$ cat src/pldc_pkg.sv
// shared types and constants for the piecewise linear damage curve
package pldc_pkg;

  // field widths
  localparam int X_W        = 24;
  localparam int BRK_W      = 17;
  localparam int LVL_W      = 17;
  localparam int SLOPE_W    = 32;
  localparam int MODE_W     = 2;
  localparam int CFG_IDX_W  = 3;
  localparam int CFG_DATA_W = 17;

  // default fraction bits of the fixed point format
  localparam int FRAC_BITS_DEF = 16;

  // curve modes
  localparam logic [MODE_W-1:0] MODE_NONE      = 2'd0;
  localparam logic [MODE_W-1:0] MODE_BILINEAR  = 2'd1;
  localparam logic [MODE_W-1:0] MODE_TRILINEAR = 2'd2;

  // register indexes
  localparam logic [CFG_IDX_W-1:0] REG_CURVE_MODE     = 3'd0;
  localparam logic [CFG_IDX_W-1:0] REG_FIRST_BREAK_X  = 3'd1;
  localparam logic [CFG_IDX_W-1:0] REG_FIRST_BREAK_Y  = 3'd2;
  localparam logic [CFG_IDX_W-1:0] REG_SECOND_BREAK_X = 3'd3;
  localparam logic [CFG_IDX_W-1:0] REG_SECOND_BREAK_Y = 3'd4;
  localparam logic [CFG_IDX_W-1:0] REG_RESIDUAL_LEVEL = 3'd5;

  // register reset values
  localparam logic [MODE_W-1:0] RST_CURVE_MODE     = MODE_NONE;
  localparam logic [BRK_W-1:0]  RST_FIRST_BREAK_X  = 17'd32768;
  localparam logic [BRK_W-1:0]  RST_FIRST_BREAK_Y  = 17'd32768;
  localparam logic [BRK_W-1:0]  RST_SECOND_BREAK_X = 17'd49152;
  localparam logic [BRK_W-1:0]  RST_SECOND_BREAK_Y = 17'd49152;
  localparam logic [BRK_W-1:0]  RST_RESIDUAL_LEVEL = 17'd65536;

  // saturation bounds
  localparam logic [SLOPE_W-1:0] SLOPE_MAX = 32'h7FFF_FFFF;
  localparam logic [SLOPE_W-1:0] SLOPE_MIN = 32'h8000_0000;
  localparam logic [LVL_W-1:0]   LEVEL_MAX = 17'h1_FFFF;

  // data that rides alongside the divider chain
  typedef struct packed {
    logic [BRK_W-1:0] ya;
    logic             dy_neg;
  } side_t;

endpackage

$ cat src/pldc_back.sv
// sign, offset and saturation of the quotients, output register with skid stage
module pldc_back #(
  parameter int FRAC_BITS = pldc_pkg::FRAC_BITS_DEF
) (
  input  logic                                clk,
  input  logic                                rst,
  input  logic                                res_valid,
  input  logic [((FRAC_BITS + 1 > pldc_pkg::BRK_W) ? FRAC_BITS + 1 : pldc_pkg::BRK_W)
                + pldc_pkg::BRK_W - 1:0]      res_nq_l,
  input  logic [((FRAC_BITS + 1 > pldc_pkg::BRK_W) ? FRAC_BITS + 1 : pldc_pkg::BRK_W)
                + pldc_pkg::BRK_W - 1:0]      res_nq_s,
  input  pldc_pkg::side_t                     res_side,
  input  logic                                out_stall,
  output logic                                adv,
  output logic                                out_valid,
  output logic [pldc_pkg::LVL_W-1:0]          level,
  output logic signed [pldc_pkg::SLOPE_W-1:0] slope
);
  import pldc_pkg::*;

  localparam int DX_W  = (FRAC_BITS + 1 > BRK_W) ? FRAC_BITS + 1 : BRK_W;
  localparam int NUM_W = DX_W + BRK_W;

  logic [BRK_W-1:0]          q_l;
  logic signed [BRK_W+1:0]   q_l_signed;
  logic signed [BRK_W+1:0]   lvl_sum;
  logic [LVL_W-1:0]          lvl_c;
  logic [SLOPE_W-1:0]        q_s32;
  logic                      ovf_pos;
  logic                      ovf_neg;
  logic [SLOPE_W-1:0]        slope_c;
  logic                      skid_valid;
  logic [LVL_W-1:0]          skid_level;
  logic [SLOPE_W-1:0]        skid_slope;
  logic                      out_free;

  // level: ya plus the signed quotient, clamped to the level range
  assign q_l        = res_nq_l[BRK_W-1:0];
  assign q_l_signed = res_side.dy_neg ? -$signed({2'b00, q_l}) : $signed({2'b00, q_l});
  assign lvl_sum    = $signed({2'b00, res_side.ya}) + q_l_signed;

  always_comb begin
    if (lvl_sum[BRK_W+1]) begin
      lvl_c = '0;
    end else if (lvl_sum[BRK_W]) begin
      lvl_c = LEVEL_MAX;
    end else begin
      lvl_c = lvl_sum[LVL_W-1:0];
    end
  end

  // slope: saturate the magnitude against the signed 32-bit range
  assign q_s32   = res_nq_s[SLOPE_W-1:0];
  assign ovf_pos = |res_nq_s[NUM_W-1:SLOPE_W-1];
  assign ovf_neg = (|res_nq_s[NUM_W-1:SLOPE_W])
                   || (res_nq_s[SLOPE_W-1] && (|res_nq_s[SLOPE_W-2:0]));

  always_comb begin
    if (res_side.dy_neg) begin
      slope_c = ovf_neg ? SLOPE_MIN : (~q_s32 + 1'b1);
    end else begin
      slope_c = ovf_pos ? SLOPE_MAX : q_s32;
    end
  end

  // the chain moves only while the skid stage is empty
  assign adv      = !skid_valid;
  assign out_free = !out_valid || !out_stall;

  always_ff @(posedge clk) begin
    if (rst) begin
      out_valid  <= 1'b0;
      skid_valid <= 1'b0;
    end else if (out_free) begin
      if (skid_valid) begin
        out_valid  <= 1'b1;
        skid_valid <= 1'b0;
      end else begin
        out_valid <= res_valid;
      end
    end else if (res_valid && !skid_valid) begin
      skid_valid <= 1'b1;
    end
  end

  // output and skid payload
  always_ff @(posedge clk) begin
    if (out_free) begin
      if (skid_valid) begin
        level <= skid_level;
        slope <= skid_slope;
      end else begin
        level <= lvl_c;
        slope <= slope_c;
      end
    end
    if (!skid_valid) begin
      skid_level <= lvl_c;
      skid_slope <= slope_c;
    end
  end

endmodule

$ cat config.mk
export PLATFORM = sky130hd
export DESIGN_NAME = pldc_back
export DESIGN_NICKNAME = d
export VERILOG_FILES = /design/src/pldc_pkg.sv /design/src/pldc_back.sv
export SDC_FILE = /design/constraint.sdc
export NUM_CORES = 1
export LEC_CHECK = 0
export BUFFER_PORTS_ARGS = -buffer_cell sky130_fd_sc_hd__buf_2
export CORE_ASPECT_RATIO = 1.25
export CORE_UTILIZATION = 55
export CTS_CLUSTER_DIAMETER = 200
export DETAILED_ROUTE_END_ITERATION = 6
export GPL_TIMING_DRIVEN = 0
export HOLD_SLACK_MARGIN = 0.15
export PLACE_DENSITY = 0.9
export SLEW_MARGIN = 30
export SYNTH_ARGS = -nofsm -noshare
export SYNTH_HDL_FRONTEND = slang
export SYNTH_SLANG_ARGS = --single-unit
$ cat constraint.sdc
create_clock -name clk -period 9.1 [get_ports clk]
set_clock_uncertainty 0.05 [all_clocks]
set_input_delay 0.455 -clock clk [delete_from_list [all_inputs] [get_ports clk]]
set_output_delay 0.455 -clock clk [all_outputs]
set_load 0.02 [all_outputs]
==> impl_metrics.csv <==
group,metric,value,unit
final_layout,stdcell_area,6530,um2
grt,grt_max_degree,37,
clocking,clk_pin_slew,0.07,ns
worst_setup_path,crit_arrival,4.72,ns
grt,overflow,0,
die,die_w,90.8,um
die,die_h,113,um
final_layout,antennaDiodeCount,0,
detailed_routing,dr.pass1.iters,4,
grt,grt_pass1_wl,23.7,mm
die,start_util,56.4,%
worst_setup_path,cp_data_required_time,9.11,ns
grt,antenna_found_initial,0,
place,gp_congestion,0.932,
synthesis,synth_top_area_share,27.2,%
place,place_hpwl,10.9,mm
die,rows,40,
synthesis,ys_warn_count,0,
synthesis,synth_area_leaders,"edfxtp_1, dfxtp_1, ha_1, o21ai_0, xnor2_1",
worst_hold_path,hold_start,"rst",
worst_setup_path,crit_slowest_cell,"a221oi_2",
die,die-area,10200,um2
clocking,ctsHoldBuffers,0,
power_and_ir_drop,p_leak,2.69,nW
worst_setup_path,startpoint_type,"input port",
worst_setup_path,crit_family,"compound AO/OA/AOI/OAI gates",
final_layout,syn_to_final_growth,20.6,%
synthesis,synth_edf_count,49,
detailed_routing,drt-total-wl,14.7,mm
detailed_routing,drt_iter0_markers,197,
clocking,cts_tree,"built",
detailed_routing,drcViolationCount,0,
sta,drv_slew,0,
final_layout,final_nets,798,
worst_hold_path,hold_path.class,"in2reg",
clocking,root_buffer,"clkbuf_16",
worst_setup_path,cpPeakStageDelay,0.72,ns
sta,period_share,51.8,%
clocking,cts_max_path_buffers,2,
worst_setup_path,reg2reg_from,"skid_valid",
grt,first_global_vias,4876,
final_layout,drive_gt1_share,24.4,%
power_and_ir_drop,p_per_area,196,nW/um2
detailed_routing,num_vias,4971,
synthesis,synth_cell_type_count,71,
detailed_routing,detail-route-antenna-nets,0,
place,port_buffers,122,
worst_setup_path,cp-startpoint,"res_nq_l[3]",
clocking,numClockSinks,100,
synthesis,synth_commonest_cells,"dfxtp_1, edfxtp_1, nor2_1, o21ai_0, inv_1",
worst_setup_path,crit_buf_inv,2,
place,dpl_cell_area,6210,um2
die,ioPinCount,141,
grt,grt.total_usage,29.6,%
sta,setup_viol,0,
clocking,numCtsBuffers,9,
clocking,insertion_delay,0.35,ns
power_and_ir_drop,vdd_ir_drop_max,132,uV
worst_setup_path,crit_chain,"buf_2 -> or4_4 -> nand2b_4 -> or4_4 -> o21ai_0 -> xnor2_1 -> ha_1 -> nand3_1 -> a2111oi_2 -> nor2_1 -> a2111o_1 -> a221oi_2 -> buf_2 -> a221oi_1",
synthesis,ys_seq_elements,100,
synthesis,syn-num-nets,664,
sta,period_needed,4.72,ns
sta,worst_slew_pin_slew,0.810,ns
sta,max_freq,212,MHz
synthesis,synth_top_area_cell,"edfxtp_1",
worst_setup_path,rrSetupSlack,6.57,ns
sta,fin_tns_setup,0,ns
outcome,status,"finished, final reports clean",
synthesis,ys_async_sr_fraction,0,%
synthesis,synthCells,554,
synthesis,yosysMostFrequentCell,"dfxtp_1",
synthesis,synth_ff_type,"dfxtp_1",
synthesis,avgSynthCellArea,9.77,um2
clocking,cts_setup_buffers,0,
detailed_routing,wire_per_inst,18.0,um
detailed_routing,viasPerCell,6.07,
worst_setup_path,cp_max_fo,10,
clocking,htree_levels,3,
worst_setup_path,critPathKind,"in2reg",
synthesis,synthesis.area,5420,um2
worst_setup_path,endpoint_kind,"flip-flop",
final_layout,fillers,802,
sta,finalHoldViolations,0,
synthesis,synth.yosys.seq_area_share,46.0,%
sta,slew_headroom,45.5,%
sta,rsz0062_at_grt,"no",
die,coreArea,9610,um2
job,cap_violations,0,
clocking,post_cts_resized,0,
[layout make-up]
| cell class | count | area, um2 | area share, % |
|---|---|---|---|
| multi-input cells | 398 | 2700 | 41.3 |
| plain buffers | 23 | 108 | 1.65 |
| well taps | 126 | 158 | 2.41 |
| inverters | 33 | 124 | 1.90 |
| clock inverters | 6 | 78.8 | 1.21 |
| flip-flops and latches | 100 | 2490 | 38.2 |
| clock buffers | 10 | 239 | 3.66 |
| repair buffers | 123 | 631 | 9.66 |
[worst paths after layout]
check,to,cells after the start
worst max register to register,level[13],6
worst max-delay path,level[13],14
worst min register to register,skid_slope[31],2
worst min-delay path,out_valid,2
[report_power, final]
group	leakage (nW)	switching, mW	internal, mW	total, mW
registers	0.925	0.0178	0.550	0.568
logic	1.61	0.190	0.117	0.307
clock network	0.157	0.179	0.227	0.406
total	2.69	0.388	0.893	1.28
[kinds of logic after synthesis]
family | after synthesis | share of synthesized area [%]
DFF | 100 | 46.0
and+or+nand+nor | 170 | 16.6
buffers and inverters | 56 | 4.27
muxes | 12 | 2.45
adders and majority gates | 20 | 4.76
xor gates and xnor gates | 30 | 4.85
AOI/OAI and AO/OA | 166 | 21.0
[metal layers]
metal	vias to the layer above	track usage, %	wire length (um)
li1	2367	-	-
met2	231	53.0	7540
met3	42	6.85	1210
met4	0	14.3	532
met1	2331	33.0	5440
met5	-	0	0
[cells in the final DEF (no fill, tap or decap), types with 15 or more instances in the layout]
cell	n
a221oi_1	19
o21ai_0	40
a21oi_1	30
edfxtp_1	49
dfxtp_1	51
buf_2	124
inv_1	33
ha_1	19
clkbuf_1	15
nand2_1	30
xnor2_1	20
nor2_1	40
nor3_1	29
[state kept, by name (all words and copies together), names as in the netlist]
signal      count
skid_slope     32
slope          32
level          17
skid_level     17
out_valid       1
skid_valid      1
[stage by stage]
step | total power, mW | setup slack [ns] | hold slack (ns) | std cells | utilization (%)
after floorplan | 0.780 | 4.86 | 0.362 | 554 | -
after global placement | 0.869 | 4.16 | 0.380 | 802 | 64.3
after detailed placement | 0.882 | 4.05 | 0.385 | 803 | 64.6
after CTS | 1.29 | 4.40 | 0.212 | 819 | 67.9
after global routing | 1.34 | 4.05 | 0.222 | 819 | 67.9
final | 1.28 | 4.38 | 0.212 | 819 | 67.9
(Power assumes the default switching activity.)
