--- config.mk ---
export PLATFORM = sky130hd
export DESIGN_NAME = pldc_div_cell
export DESIGN_NICKNAME = d
export VERILOG_FILES = /design/src/pldc_pkg.sv /design/src/pldc_div_cell.sv
export SDC_FILE = /design/constraint.sdc
export NUM_CORES = 1
export LEC_CHECK = 0
export ABC_CLOCK_PERIOD_IN_PS = 4900
export BUFFER_PORTS_ARGS = -buffer_cell sky130_fd_sc_hd__clkbuf_2
export CORE_ASPECT_RATIO = 1.1
export CORE_MARGIN = 1
export CORE_UTILIZATION = 52
export DETAILED_ROUTE_END_ITERATION = 7
export PLACE_DENSITY = 0.86
export SLEW_MARGIN = 25
export SYNTH_ARGS = -nofsm -noshare
export SYNTH_HDL_FRONTEND = slang
export SYNTH_SLANG_ARGS = --single-unit
--- constraint.sdc ---
create_clock -name clk -period 4.9 [get_ports clk]
set_input_delay 0.245 -clock clk [delete_from_list [all_inputs] [get_ports clk]]
set_output_delay 0.245 -clock clk [all_outputs]
set_load 0.05 [all_outputs]
--- src/pldc_pkg.sv ---
// shared types and constants for the piecewise linear damage curve
package pldc_pkg;

  // field widths
  localparam int X_W        = 24;
  localparam int BRK_W      = 17;
  localparam int LVL_W      = 17;
  localparam int SLOPE_W    = 32;
  localparam int MODE_W     = 2;
  localparam int CFG_IDX_W  = 3;
  localparam int CFG_DATA_W = 17;

  // default fraction bits of the fixed point format
  localparam int FRAC_BITS_DEF = 16;

  // curve modes
  localparam logic [MODE_W-1:0] MODE_NONE      = 2'd0;
  localparam logic [MODE_W-1:0] MODE_BILINEAR  = 2'd1;
  localparam logic [MODE_W-1:0] MODE_TRILINEAR = 2'd2;

  // register indexes
  localparam logic [CFG_IDX_W-1:0] REG_CURVE_MODE     = 3'd0;
  localparam logic [CFG_IDX_W-1:0] REG_FIRST_BREAK_X  = 3'd1;
  localparam logic [CFG_IDX_W-1:0] REG_FIRST_BREAK_Y  = 3'd2;
  localparam logic [CFG_IDX_W-1:0] REG_SECOND_BREAK_X = 3'd3;
  localparam logic [CFG_IDX_W-1:0] REG_SECOND_BREAK_Y = 3'd4;
  localparam logic [CFG_IDX_W-1:0] REG_RESIDUAL_LEVEL = 3'd5;

  // register reset values
  localparam logic [MODE_W-1:0] RST_CURVE_MODE     = MODE_NONE;
  localparam logic [BRK_W-1:0]  RST_FIRST_BREAK_X  = 17'd32768;
  localparam logic [BRK_W-1:0]  RST_FIRST_BREAK_Y  = 17'd32768;
  localparam logic [BRK_W-1:0]  RST_SECOND_BREAK_X = 17'd49152;
  localparam logic [BRK_W-1:0]  RST_SECOND_BREAK_Y = 17'd49152;
  localparam logic [BRK_W-1:0]  RST_RESIDUAL_LEVEL = 17'd65536;

  // saturation bounds
  localparam logic [SLOPE_W-1:0] SLOPE_MAX = 32'h7FFF_FFFF;
  localparam logic [SLOPE_W-1:0] SLOPE_MIN = 32'h8000_0000;
  localparam logic [LVL_W-1:0]   LEVEL_MAX = 17'h1_FFFF;

  // data that rides alongside the divider chain
  typedef struct packed {
    logic [BRK_W-1:0] ya;
    logic             dy_neg;
  } side_t;

endpackage

--- src/pldc_div_cell.sv ---
// one restoring division step for the level and slope quotients
module pldc_div_cell #(
  parameter int FRAC_BITS = pldc_pkg::FRAC_BITS_DEF
) (
  input  logic            clk,
  input  logic            rst,
  input  logic            adv,
  input  logic            in_valid,
  input  logic [((FRAC_BITS + 1 > pldc_pkg::BRK_W) ? FRAC_BITS + 1 : pldc_pkg::BRK_W)
                - 1:0]    in_dx,
  input  logic [((FRAC_BITS + 1 > pldc_pkg::BRK_W) ? FRAC_BITS + 1 : pldc_pkg::BRK_W)
                - 1:0]    in_rem_l,
  input  logic [((FRAC_BITS + 1 > pldc_pkg::BRK_W) ? FRAC_BITS + 1 : pldc_pkg::BRK_W)
                - 1:0]    in_rem_s,
  input  logic [((FRAC_BITS + 1 > pldc_pkg::BRK_W) ? FRAC_BITS + 1 : pldc_pkg::BRK_W)
                + pldc_pkg::BRK_W - 1:0] in_nq_l,
  input  logic [((FRAC_BITS + 1 > pldc_pkg::BRK_W) ? FRAC_BITS + 1 : pldc_pkg::BRK_W)
                + pldc_pkg::BRK_W - 1:0] in_nq_s,
  input  pldc_pkg::side_t in_side,
  output logic            out_valid,
  output logic [((FRAC_BITS + 1 > pldc_pkg::BRK_W) ? FRAC_BITS + 1 : pldc_pkg::BRK_W)
                - 1:0]    out_dx,
  output logic [((FRAC_BITS + 1 > pldc_pkg::BRK_W) ? FRAC_BITS + 1 : pldc_pkg::BRK_W)
                - 1:0]    out_rem_l,
  output logic [((FRAC_BITS + 1 > pldc_pkg::BRK_W) ? FRAC_BITS + 1 : pldc_pkg::BRK_W)
                - 1:0]    out_rem_s,
  output logic [((FRAC_BITS + 1 > pldc_pkg::BRK_W) ? FRAC_BITS + 1 : pldc_pkg::BRK_W)
                + pldc_pkg::BRK_W - 1:0] out_nq_l,
  output logic [((FRAC_BITS + 1 > pldc_pkg::BRK_W) ? FRAC_BITS + 1 : pldc_pkg::BRK_W)
                + pldc_pkg::BRK_W - 1:0] out_nq_s,
  output pldc_pkg::side_t out_side
);
  import pldc_pkg::*;

  localparam int DX_W  = (FRAC_BITS + 1 > BRK_W) ? FRAC_BITS + 1 : BRK_W;
  localparam int NUM_W = DX_W + BRK_W;

  logic [DX_W:0] t_l;
  logic [DX_W:0] t_s;
  logic [DX_W:0] diff_l;
  logic [DX_W:0] diff_s;
  logic          ge_l;
  logic          ge_s;

  // bring down the next numerator bit and try the subtract
  assign t_l    = {in_rem_l, in_nq_l[NUM_W-1]};
  assign t_s    = {in_rem_s, in_nq_s[NUM_W-1]};
  assign diff_l = t_l - {1'b0, in_dx};
  assign diff_s = t_s - {1'b0, in_dx};
  assign ge_l   = t_l >= {1'b0, in_dx};
  assign ge_s   = t_s >= {1'b0, in_dx};

  always_ff @(posedge clk) begin
    if (rst) begin
      out_valid <= 1'b0;
    end else if (adv) begin
      out_valid <= in_valid;
    end
  end

  // quotient bit shifts into the vacated low end of the numerator
  always_ff @(posedge clk) begin
    if (adv) begin
      out_dx    <= in_dx;
      out_side  <= in_side;
      out_rem_l <= ge_l ? diff_l[DX_W-1:0] : t_l[DX_W-1:0];
      out_rem_s <= ge_s ? diff_s[DX_W-1:0] : t_s[DX_W-1:0];
      out_nq_l  <= {in_nq_l[NUM_W-2:0], ge_l};
      out_nq_s  <= {in_nq_s[NUM_W-2:0], ge_s};
    end
  end

endmodule

==> flow_metrics.tcl, run 1 <==
set metrics [dict create \
    grt_overflow_total 0 \
    place_area_um2 7950 \
    rows 42 \
    seq_area_frac_synth 0.644 \
    fp.dieH_um 119 \
    routed_wl_mm 21.5 \
    hold_viol_final 0 \
    cts_buffers 17 \
    path_class "in2reg" \
    pin_count 279 \
    synth_edf_count 137 \
    dpl.hpwl_mm 14.5 \
    ant_nets 0 \
    maxSlewViolCount 0 \
    port_buffers 278 \
    core-area_um2 12000 \
    period_needed_ns 2.79 \
    ys_seq_elements 138 \
    yosys_warnings 0 \
    post_cts_buffers 0 \
    insertion_delay_ns 0.41 \
    setup_viol 0 \
    clock_tree.root_cell "clkbuf_16" \
    cp.arrival_ns 2.95 \
    syn_nets 635 \
    die_area_um2 12800 \
    start_util 0.534 \
    start_kind "input port" \
    htreeDepth 4 \
    drtIter0Drc 424 \
    total_power_mw 3.78 \
    track_usage 0.329 \
    skew_ns 0 \
    status "completed" \
    via_per_inst 5.65 \
    rrSetupSlack_ns 4.24 \
    setup.worst_path.end_class "flop" \
    seq_power_share 0.392 \
    maxCapViolCount 0 \
    peakVddDrop_uv 274 \
    grt_max_degree 84 \
    slew-limit-headroom 0.487 \
    min_path_type "in2reg" \
    syn_avg_cell_area_um2 14.0 \
    worst_pin_slew_ns 0.769 \
    syn_inst 458 \
    netlist_area_um2 6420 \
    clk_pin_slew_ns 0.06 \
    grt_pass1_wl_mm 30.4 \
    drc 0 \
    rsz0062_at_grt "no" \
    cp_max_fo 18 \
    area_delta_synth_final_pct 43.1 \
    wl_per_cell_um 22.0 \
    gp_congestion 0.919 \
    cts_tree "done" \
    p_leak_nw 4.10 \
    swShare 0.331 \
    clock.fmax_mhz 358 \
    drive_above_1_share 0.412 \
    layout.nets 988 \
    via_count 5519 \
    p_per_area_nw_per_um2 412 \
    clkSinkCount 138 \
    p_comb_frac 0.267 \
    setup-tns-final_ns 0 \
    internal_power_mw 2.53 \
    diodes 0 \
    cts_buffer_depth 2 \
    crit_required_ns 5.06 \
    fin_crit_sh 0.569 \
    post-route-cell-area_um2 9190 \
    antenna_found_initial 0 \
    synthFlopType "edfxtp_1" \
    pre_cts_ws_ns 1.91 \
    die-width_um 108 \
    p_sw_mw 1.25 \
    drtPass1Iterations 5 \
    setup_ws_ns 2.11 \
    grt_pass1_vias 5578 \
    clkPwrFrac 0.341 \
    synth-async-reset-ratio 0 \
    synthDistinctLibCells 61 \
]
## synth_stat cells (2+ instances only)
library cell	n	area (µm²)
nor2_1	17	63.8
and2_1	4	25.0
a21oi_1	26	130
clkbuf_1	3	11.3
o211ai_1	2	15.0
nor3b_1	3	22.5
xor2_1	3	26.3
a2111oi_0	3	26.3
ha_1	34	425
and3_1	2	12.5
fa_1	2	40.0
o31a_1	2	17.5
a21o_1	15	113
o21a_1	10	75.1
nor2b_1	3	18.8
o21bai_1	2	15.0
buf_2	5	25.0
inv_2	2	7.51
a31oi_1	3	18.8
mux2_2	17	191
nand3_1	13	65.1
xnor2_1	16	140
nand2_1	34	128
edfxtp_1	137	4110
and4_1	4	35.0
o31ai_1	6	45.0
nand4_1	2	12.5
nor3_1	3	15.0
o21ai_0	18	90.1
a311oi_1	2	17.5
inv_1	25	93.8
buf_6	3	33.8
or2_2	3	18.8
a211oi_1	4	30.0
mux2_4	4	60.1
## cell usage in the layout, fill, tap and decap left out, types with 15 or more instances in the layout
cell type	n
clkbuf_16	17
inv_1	25
nand2_1	34
a21o_1	15
clkbuf_2	277
ha_1	34
mux2_2	17
xnor2_1	16
edfxtp_1	137
a21oi_1	26
dlygate4sd3_1	66
o21ai_0	18
nor2_1	17
## logic make-up (layout without fill, tap and decap cells)
kind of cell | Yosys count | in the layout | synth area share
adders and majority gates | 36 | 36 | 0.0725
xor gates and xnor gates | 19 | 19 | 0.0259
DFF | 138 | 138 | 0.644
buffers and inverters | 38 | 402 | 0.0267
muxes | 22 | 22 | 0.0407
AOI/OAI and AO/OA | 112 | 112 | 0.121
and+or+nand+nor | 93 | 93 | 0.0701
## routing by layer
metal / wire length (µm) / track usage / share of wire / up-vias
li1: - / - / - / 2467
met1: 7910 / 0.363 / 0.37 / 2613
met2: 10500 / 0.552 / 0.49 / 356
met3: 1830 / 0.0998 / 0.085 / 83
met4: 1230 / 0.190 / 0.057 / 0
met5: 0 / 0 / 0 / -
## path summary, 6_finish.rpt
| kind | startpoint | endpoint | cells after the start |
|---|---|---|---|
| setup / recovery | in_dx[12] | out_rem_s[14]$_DFFE_PP_ | 10 |
| hold / removal | in_nq_s[30] | out_nq_s[31]$_DFFE_PP_ | 1 |
| setup reg to reg | out_valid$_SDFFE_PP0P_ | out_valid$_SDFFE_PP0P_ | 2 |
| hold reg to reg | out_valid$_SDFFE_PP0P_ | out_valid$_SDFFE_PP0P_ | 2 |
## state kept, by name, indices dropped and copies added (netlist names)
register	count
out_dx	17
out_side	18
out_rem_s	17
out_valid	1
out_nq_s	34
out_rem_l	17
out_nq_l	34
## power by group through the flow
stage	combinational (mW)	clock, mW	sequential, mW
finish	1.01	1.29	1.48
detailed placement	0.950	0	1.50
global placement	0.939	0	1.50
global route	1.06	1.35	1.49
floorplan	0.274	0	1.91
CTS	1.00	1.29	1.48
## critical path, stage by stage
cell and delay (ns):
dlygate4sd3_1 0.53, clkbuf_2 0.11, inv_1 0.09, ha_1 0.43, nand2_1 0.20, o21a_1 0.18, o211ai_1 0.13, o21ai_4 0.45
inv_2 0.24, mux2_4 0.35
## final cells by class
| class | instances | area (µm²) |
|---|---|---|
| sequential | 138 | 4130 |
| fill | 738 | 2840 |
| tap | 154 | 193 |
| clock inverter | 12 | 151 |
| inverter | 27 | 101 |
| timing repair buffer | 345 | 2070 |
| multi-input combinational | 282 | 2120 |
| clock buffer | 18 | 429 |
## metrics by stage
step	std cells	hold slack, ns	utilization
floorplan	458	0.317	-
global placement	880	0.402	0.661
detailed placement	880	0.415	0.661
CTS	974	0.000226	0.762
global route	976	-0.00835	0.764
finish	976	0.00461	0.764
## timing repair
action                                 in CTS  in global routing
gates resized for setup                     0                  0
hold buffers                               64                  2
endpoints found under the hold margin      64                  2
No activity file was read; power rests on OpenSTA's default activity.
==> run 2: changes to the inputs <==
--- a/config.mk
+++ b/config.mk
@@ -5,13 +5,13 @@
 export SDC_FILE = /design/constraint.sdc
 export NUM_CORES = 1
 export LEC_CHECK = 0
-export ABC_CLOCK_PERIOD_IN_PS = 4900
+export ABC_CLOCK_PERIOD_IN_PS = 2250
 export BUFFER_PORTS_ARGS = -buffer_cell sky130_fd_sc_hd__clkbuf_2
 export CORE_ASPECT_RATIO = 1.1
 export CORE_MARGIN = 1
-export CORE_UTILIZATION = 52
+export CORE_UTILIZATION = 43
 export DETAILED_ROUTE_END_ITERATION = 7
-export PLACE_DENSITY = 0.86
+export PLACE_DENSITY = 0.76
 export SLEW_MARGIN = 25
 export SYNTH_ARGS = -nofsm -noshare
 export SYNTH_HDL_FRONTEND = slang
==> constraint.sdc (replaced) <==
create_clock -name clk -period 2.25 [get_ports clk]
set_input_delay 0.1125 -clock clk [delete_from_list [all_inputs] [get_ports clk]]
set_output_delay 0.1125 -clock clk [all_outputs]
set_load 0.05 [all_outputs]
==> flow_metrics.tcl, run 2 (synthesis results as in run 1) <==
set metrics [dict create \
    final_cell_mix "clkbuf_2 (277), edfxtp_1 (137), dlygate4sd3_1 (110)" \
    rsz0062_at_grt "yes" \
    slew-limit-headroom 0.688 \
    seq_power_share 0.373 \
    via_count 5872 \
    p_leak_nw 4.66 \
    p_per_area_nw_per_um2 839 \
    p_comb_frac 0.284 \
    pin_count 279 \
    status "completed" \
    rows 46 \
    drtIter0Drc 461 \
    dp_cells 987 \
    p_sw_mw 2.90 \
    layout.nets 1101 \
    fin_crit_sh 0.957 \
    crit_family "buffers and inverters" \
    cts_buffers 17 \
    die_area_um2 15400 \
    drive_above_1_share 0.451 \
    dpl.hpwl_mm 15.6 \
    grt_max_degree 52 \
    die-width_um 119 \
    setup_ws_ns 0.0957 \
    htreeDepth 4 \
    final_cells 1129 \
    skew_ns 0 \
    clkPwrFrac 0.344 \
    period_needed_ns 2.15 \
    cts_tree "done" \
    maxSlewViolCount 0 \
    track_usage 0.296 \
    cp_cell_sequence "dlygate4sd3_1, clkbuf_2, ha_1, and4_1, nand2_1, o211ai_1, o21ai_4, buf_4, o41ai_2" \
    gp_congestion 0.870 \
    worst_pin_slew_ns 0.468 \
    path_class "in2reg" \
    area_delta_synth_final_pct 60.7 \
    setup.worst_path.end_class "flop" \
    start_util 0.443 \
    fp.dieH_um 130 \
    start_kind "input port" \
    insertion_delay_ns 0.41 \
    core-area_um2 14500 \
    peakVddDrop_uv 476 \
    ant_nets 0 \
    cp_slowest_cell "dlygate4sd3_1" \
    antenna_found_initial 1 \
    clkSinkCount 138 \
    crit_required_ns 2.49 \
    cts_buffer_depth 2 \
    reg_top3 "out_nq_l x34, out_nq_s x34, out_side x18" \
    clock_tree.root_cell "clkbuf_16" \
    setup_viol 0 \
    pre_cts_ws_ns -0.208 \
    grt_pass1_vias 6013 \
    cp.buffers_inverters 3 \
    layout_commonest_cell "clkbuf_2" \
    internal_power_mw 5.76 \
    clk_pin_slew_ns 0.07 \
    grt_overflow_total 0 \
    swShare 0.335 \
    drtPass1Iterations 5 \
    wl_per_cell_um 20.2 \
    routed_wl_mm 22.9 \
    drc 0 \
    via_per_inst 5.20 \
    maxCapViolCount 0 \
    diodes 0 \
    cp_max_fo 17 \
    cp.arrival_ns 2.39 \
    grt_pass1_wl_mm 33.3 \
    hold_ws_ns 0.0225 \
    hold_viol_final 0 \
    port_buffers 278 \
    utilization 0.712 \
    min_path_type "in2reg" \
    max_stage_delay_ns 0.53 \
    clock.fmax_mhz 464 \
]
## run 2: cell types whose count changed in the layout (fill, tap and decap cells not counted), sizes merged
cell / before / now
buf: 2 / 71
clkinv: 5 / 1
clkinvlp: 3 / 2
dlygate4sd3: 66 / 110
inv: 28 / 35
## run 2: power by group through the flow
stage,clock network [mW],registers [mW],logic (mW)
global route,3.11,3.25,2.58
finish,2.98,3.23,2.46
global placement,0,3.26,2.21
detailed placement,0,3.27,2.25
CTS,2.99,3.22,2.42
floorplan,0,4.16,0.604
## run 2: layer usage
layer  track usage  vias up  part of all wire
met3        0.0909       61             0.080
met5             0        -           0.00057
li1              -     2691                 -
met1         0.320     2820              0.36
met2         0.525      298              0.51
met4         0.159        2             0.047
## run 2: repair_timing
action,CTS,global route
setup endpoints to repair,0,9
endpoints found under the hold margin,109,0
hold buffers,110,0
resized for setup,0,8
buffers inserted,0,0
## run 2: area by class of cell
cell class | count | area (µm²)
Inverter | 27 | 119
Tap cell | 192 | 240
Multi-Input combinational cell | 282 | 2170
Clock inverter | 14 | 185
Clock buffer | 18 | 429
Fill cell | 1003 | 4180
Timing Repair Buffer | 458 | 3050
Sequential cell | 138 | 4130
## run 2: final timing paths
| path | start | to | slack (ns) | cells past startpoint |
|---|---|---|---|---|
| max | in_rem_s[9] | out_rem_s[13]$_DFFE_PP_ | 0.1 | 9 |
| min | in_rem_l[15] | out_rem_l[16]$_DFFE_PP_ | 0.02 | 2 |
| max reg2reg | out_valid$_SDFFE_PP0P_ | out_valid$_SDFFE_PP0P_ | 1.10 | 3 |
| min reg2reg | out_valid$_SDFFE_PP0P_ | out_valid$_SDFFE_PP0P_ | 1.05 | 3 |
## run 2: stage by stage
step	cell area (µm²)	TNS, ns	power [mW]
6_report	10300	0	8.66
5_1_grt	10300	-0.0103	8.94
4_1_cts	10300	0	8.63
3_5_place_dp	8580	-5.01	5.52
3_3_place_gp	8580	-3.46	5.47
2_1_floorplan	6460	-0.0120	4.76
==> run 3: changes to the inputs <==
--- a/config.mk
+++ b/config.mk
@@ -9,9 +9,10 @@
 export BUFFER_PORTS_ARGS = -buffer_cell sky130_fd_sc_hd__clkbuf_2
 export CORE_ASPECT_RATIO = 1.1
 export CORE_MARGIN = 1
-export CORE_UTILIZATION = 43
+export CORE_UTILIZATION = 45
+export CTS_BUF_LIST = sky130_fd_sc_hd__clkbuf_4 sky130_fd_sc_hd__clkbuf_8
 export DETAILED_ROUTE_END_ITERATION = 7
-export PLACE_DENSITY = 0.76
+export PLACE_DENSITY_LB_ADDON = 0.08
 export SLEW_MARGIN = 25
 export SYNTH_ARGS = -nofsm -noshare
 export SYNTH_HDL_FRONTEND = slang
==> flow_metrics.tcl, run 3 (synthesis results as in run 1) <==
set metrics [dict create \
    place_area_um2 8570 \
    start_util 0.464 \
    grt_pass1_vias 5702 \
    seq_power_share 0.403 \
    setup_viol 0 \
    via_count 5643 \
    p_leak_nw 4.66 \
    slew-limit-headroom 0.708 \
    final_cell_mix "clkbuf_2 (277), edfxtp_1 (137), dlygate4sd3_1 (130)" \
    drtPass1Iterations 4 \
    multiInputGateArea_um2 2210 \
    worstRegToRegCells 3 \
    layout_commonest_cell "clkbuf_2" \
    drc 0 \
    peakVddDrop_uv 357 \
    p_per_area_nw_per_um2 765 \
    grt_max_degree 56 \
    pin_count 279 \
    dpl.hpwl_mm 13.4 \
    crit_cells 9 \
    path_class "in2reg" \
    num-fill-cells 946 \
    port_buffers 278 \
    drtIter0Drc 342 \
    post-route-cell-area_um2 10400 \
    antenna_found_initial 0 \
    max_stage_delay_ns 0.55 \
    swShare 0.339 \
    clkSinkCount 138 \
    worst_pin_slew_ns 0.427 \
    hp-start "in_rem_s[0]" \
    grt_overflow_total 0 \
    status "completed" \
    layout.nets 1120 \
    routed_wl_mm 19.4 \
    crit_required_ns 2.45 \
    via_per_inst 4.93 \
    hold_viol_final 0 \
    cp.arrival_ns 2.38 \
    post_cts_buffers 0 \
    clock.fmax_mhz 458 \
    internal_power_mw 5.26 \
    insertion_delay_ns 0.44 \
    crit_family "compound AO/OA/AOI/OAI gates" \
    track_usage 0.263 \
    gp_congestion 0.871 \
    core-area_um2 13900 \
    clk_pin_slew_ns 0.08 \
    hold_depth 3 \
    clock_tree.root_cell "clkbuf_8" \
    ant_nets 0 \
    startpoint "in_rem_s[8]" \
    cts_tree "done" \
    cp_slowest_cell "dlygate4sd3_1" \
    p_comb_frac 0.308 \
    skew_ns 0 \
    die-width_um 116 \
    drive_above_1_share 0.448 \
    reg_top3 "out_nq_l x34, out_nq_s x34, out_side x18" \
    cts_buffer_depth 2 \
    grt_pass1_wl_mm 28.6 \
    fp.dieH_um 127 \
    maxSlewViolCount 0 \
    die_area_um2 14800 \
    rows 45 \
    area_delta_synth_final_pct 62.0 \
    cp.buffers_inverters 3 \
    maxCapViolCount 0 \
    htreeDepth 4 \
    min_path_type "in2reg" \
    r2r_start "out_valid$_SDFFE_PP0P_" \
    utilization 0.751 \
    setup.worst_path.end_class "flop" \
    wl_per_cell_um 17.0 \
    fin_crit_sh 0.970 \
    start_kind "input port" \
    cts_buffers 17 \
    seqCellArea_um2 4130 \
    period_needed_ns 2.18 \
    cp_cell_sequence "dlygate4sd3_1, clkbuf_2, ha_4, a211o_1, o221a_2, o31a_1, o21ai_4, inv_6, mux2_4" \
    hold_ws_ns 0.0345 \
    p_sw_mw 2.70 \
    clkPwrFrac 0.288 \
    diodes 0 \
    cp_max_fo 11 \
]
run 3: changes by cell type in the layout (fill, tap and decap cells not counted), sizes merged:
cell and delta:
inv -2, bufinv +1, buf -1, clkinvlp -1, dlygate4sd3 +20, clkinv +2
run 3: cell type report:
type,instances,area share
Multi-Input combinational cell,282,0.213
Inverter,27,0.0119
Clock inverter,14,0.0201
Timing Repair Buffer,477,0.312
Clock buffer,18,0.0232
Sequential cell,138,0.397
Tap cell,188,0.0226
run 3: power by group through the flow:
stage / registers, mW / logic, mW / clock network, mW
final: 3.21 / 2.45 / 2.30
after global routing: 3.23 / 2.60 / 2.43
after CTS: 3.21 / 2.41 / 2.34
after detailed placement: 3.26 / 2.22 / 0
after global placement: 3.26 / 2.21 / 0
after floorplan: 4.16 / 0.604 / 0
run 3: worst register-to-register path: stages (launching register included):
cell and delay, ns:
dfxtp_1 0.37, mux2i_1 0.09, nor2_1 0.16, dlygate4sd3_1 0.58
run 3: repair_timing:
action,in CTS,in global routing
gates resized for setup,0,19
endpoints found under the hold margin,129,0
hold buffers,130,0
endpoints found under the setup margin,0,28
run 3: worst paths after layout:
path / to / slack (ns)
min: out_rem_s[1]$_DFFE_PP_ / 0.03
min reg2reg: out_valid$_SDFFE_PP0P_ / 1.17
max: out_rem_s[8]$_DFFE_PP_ / 0.07
max reg2reg: out_valid$_SDFFE_PP0P_ / 1.00
run 3: metal layers:
layer | track usage | share of wire | vias to the layer above
li1 | - | - | 2729
met1 | 0.285 | 0.38 | 2654
met2 | 0.461 | 0.51 | 217
met3 | 0.0678 | 0.071 | 43
met4 | 0.155 | 0.034 | 0
met5 | 0 | 0 | -
run 3: through the flow:
step / std cells / worst slack (ns) / setup TNS [ns] / power [mW]
final: 1144 / 0.0671 / 0 / 7.96
after global routing: 1144 / -0.00737 / -0.00737 / 8.26
after CTS: 1144 / 0.00556 / 0 / 7.96
after detailed placement: 982 / -0.190 / -4.33 / 5.49
after global placement: 982 / -0.160 / -2.52 / 5.46
after floorplan: 458 / -0.00301 / -0.0120 / 4.76
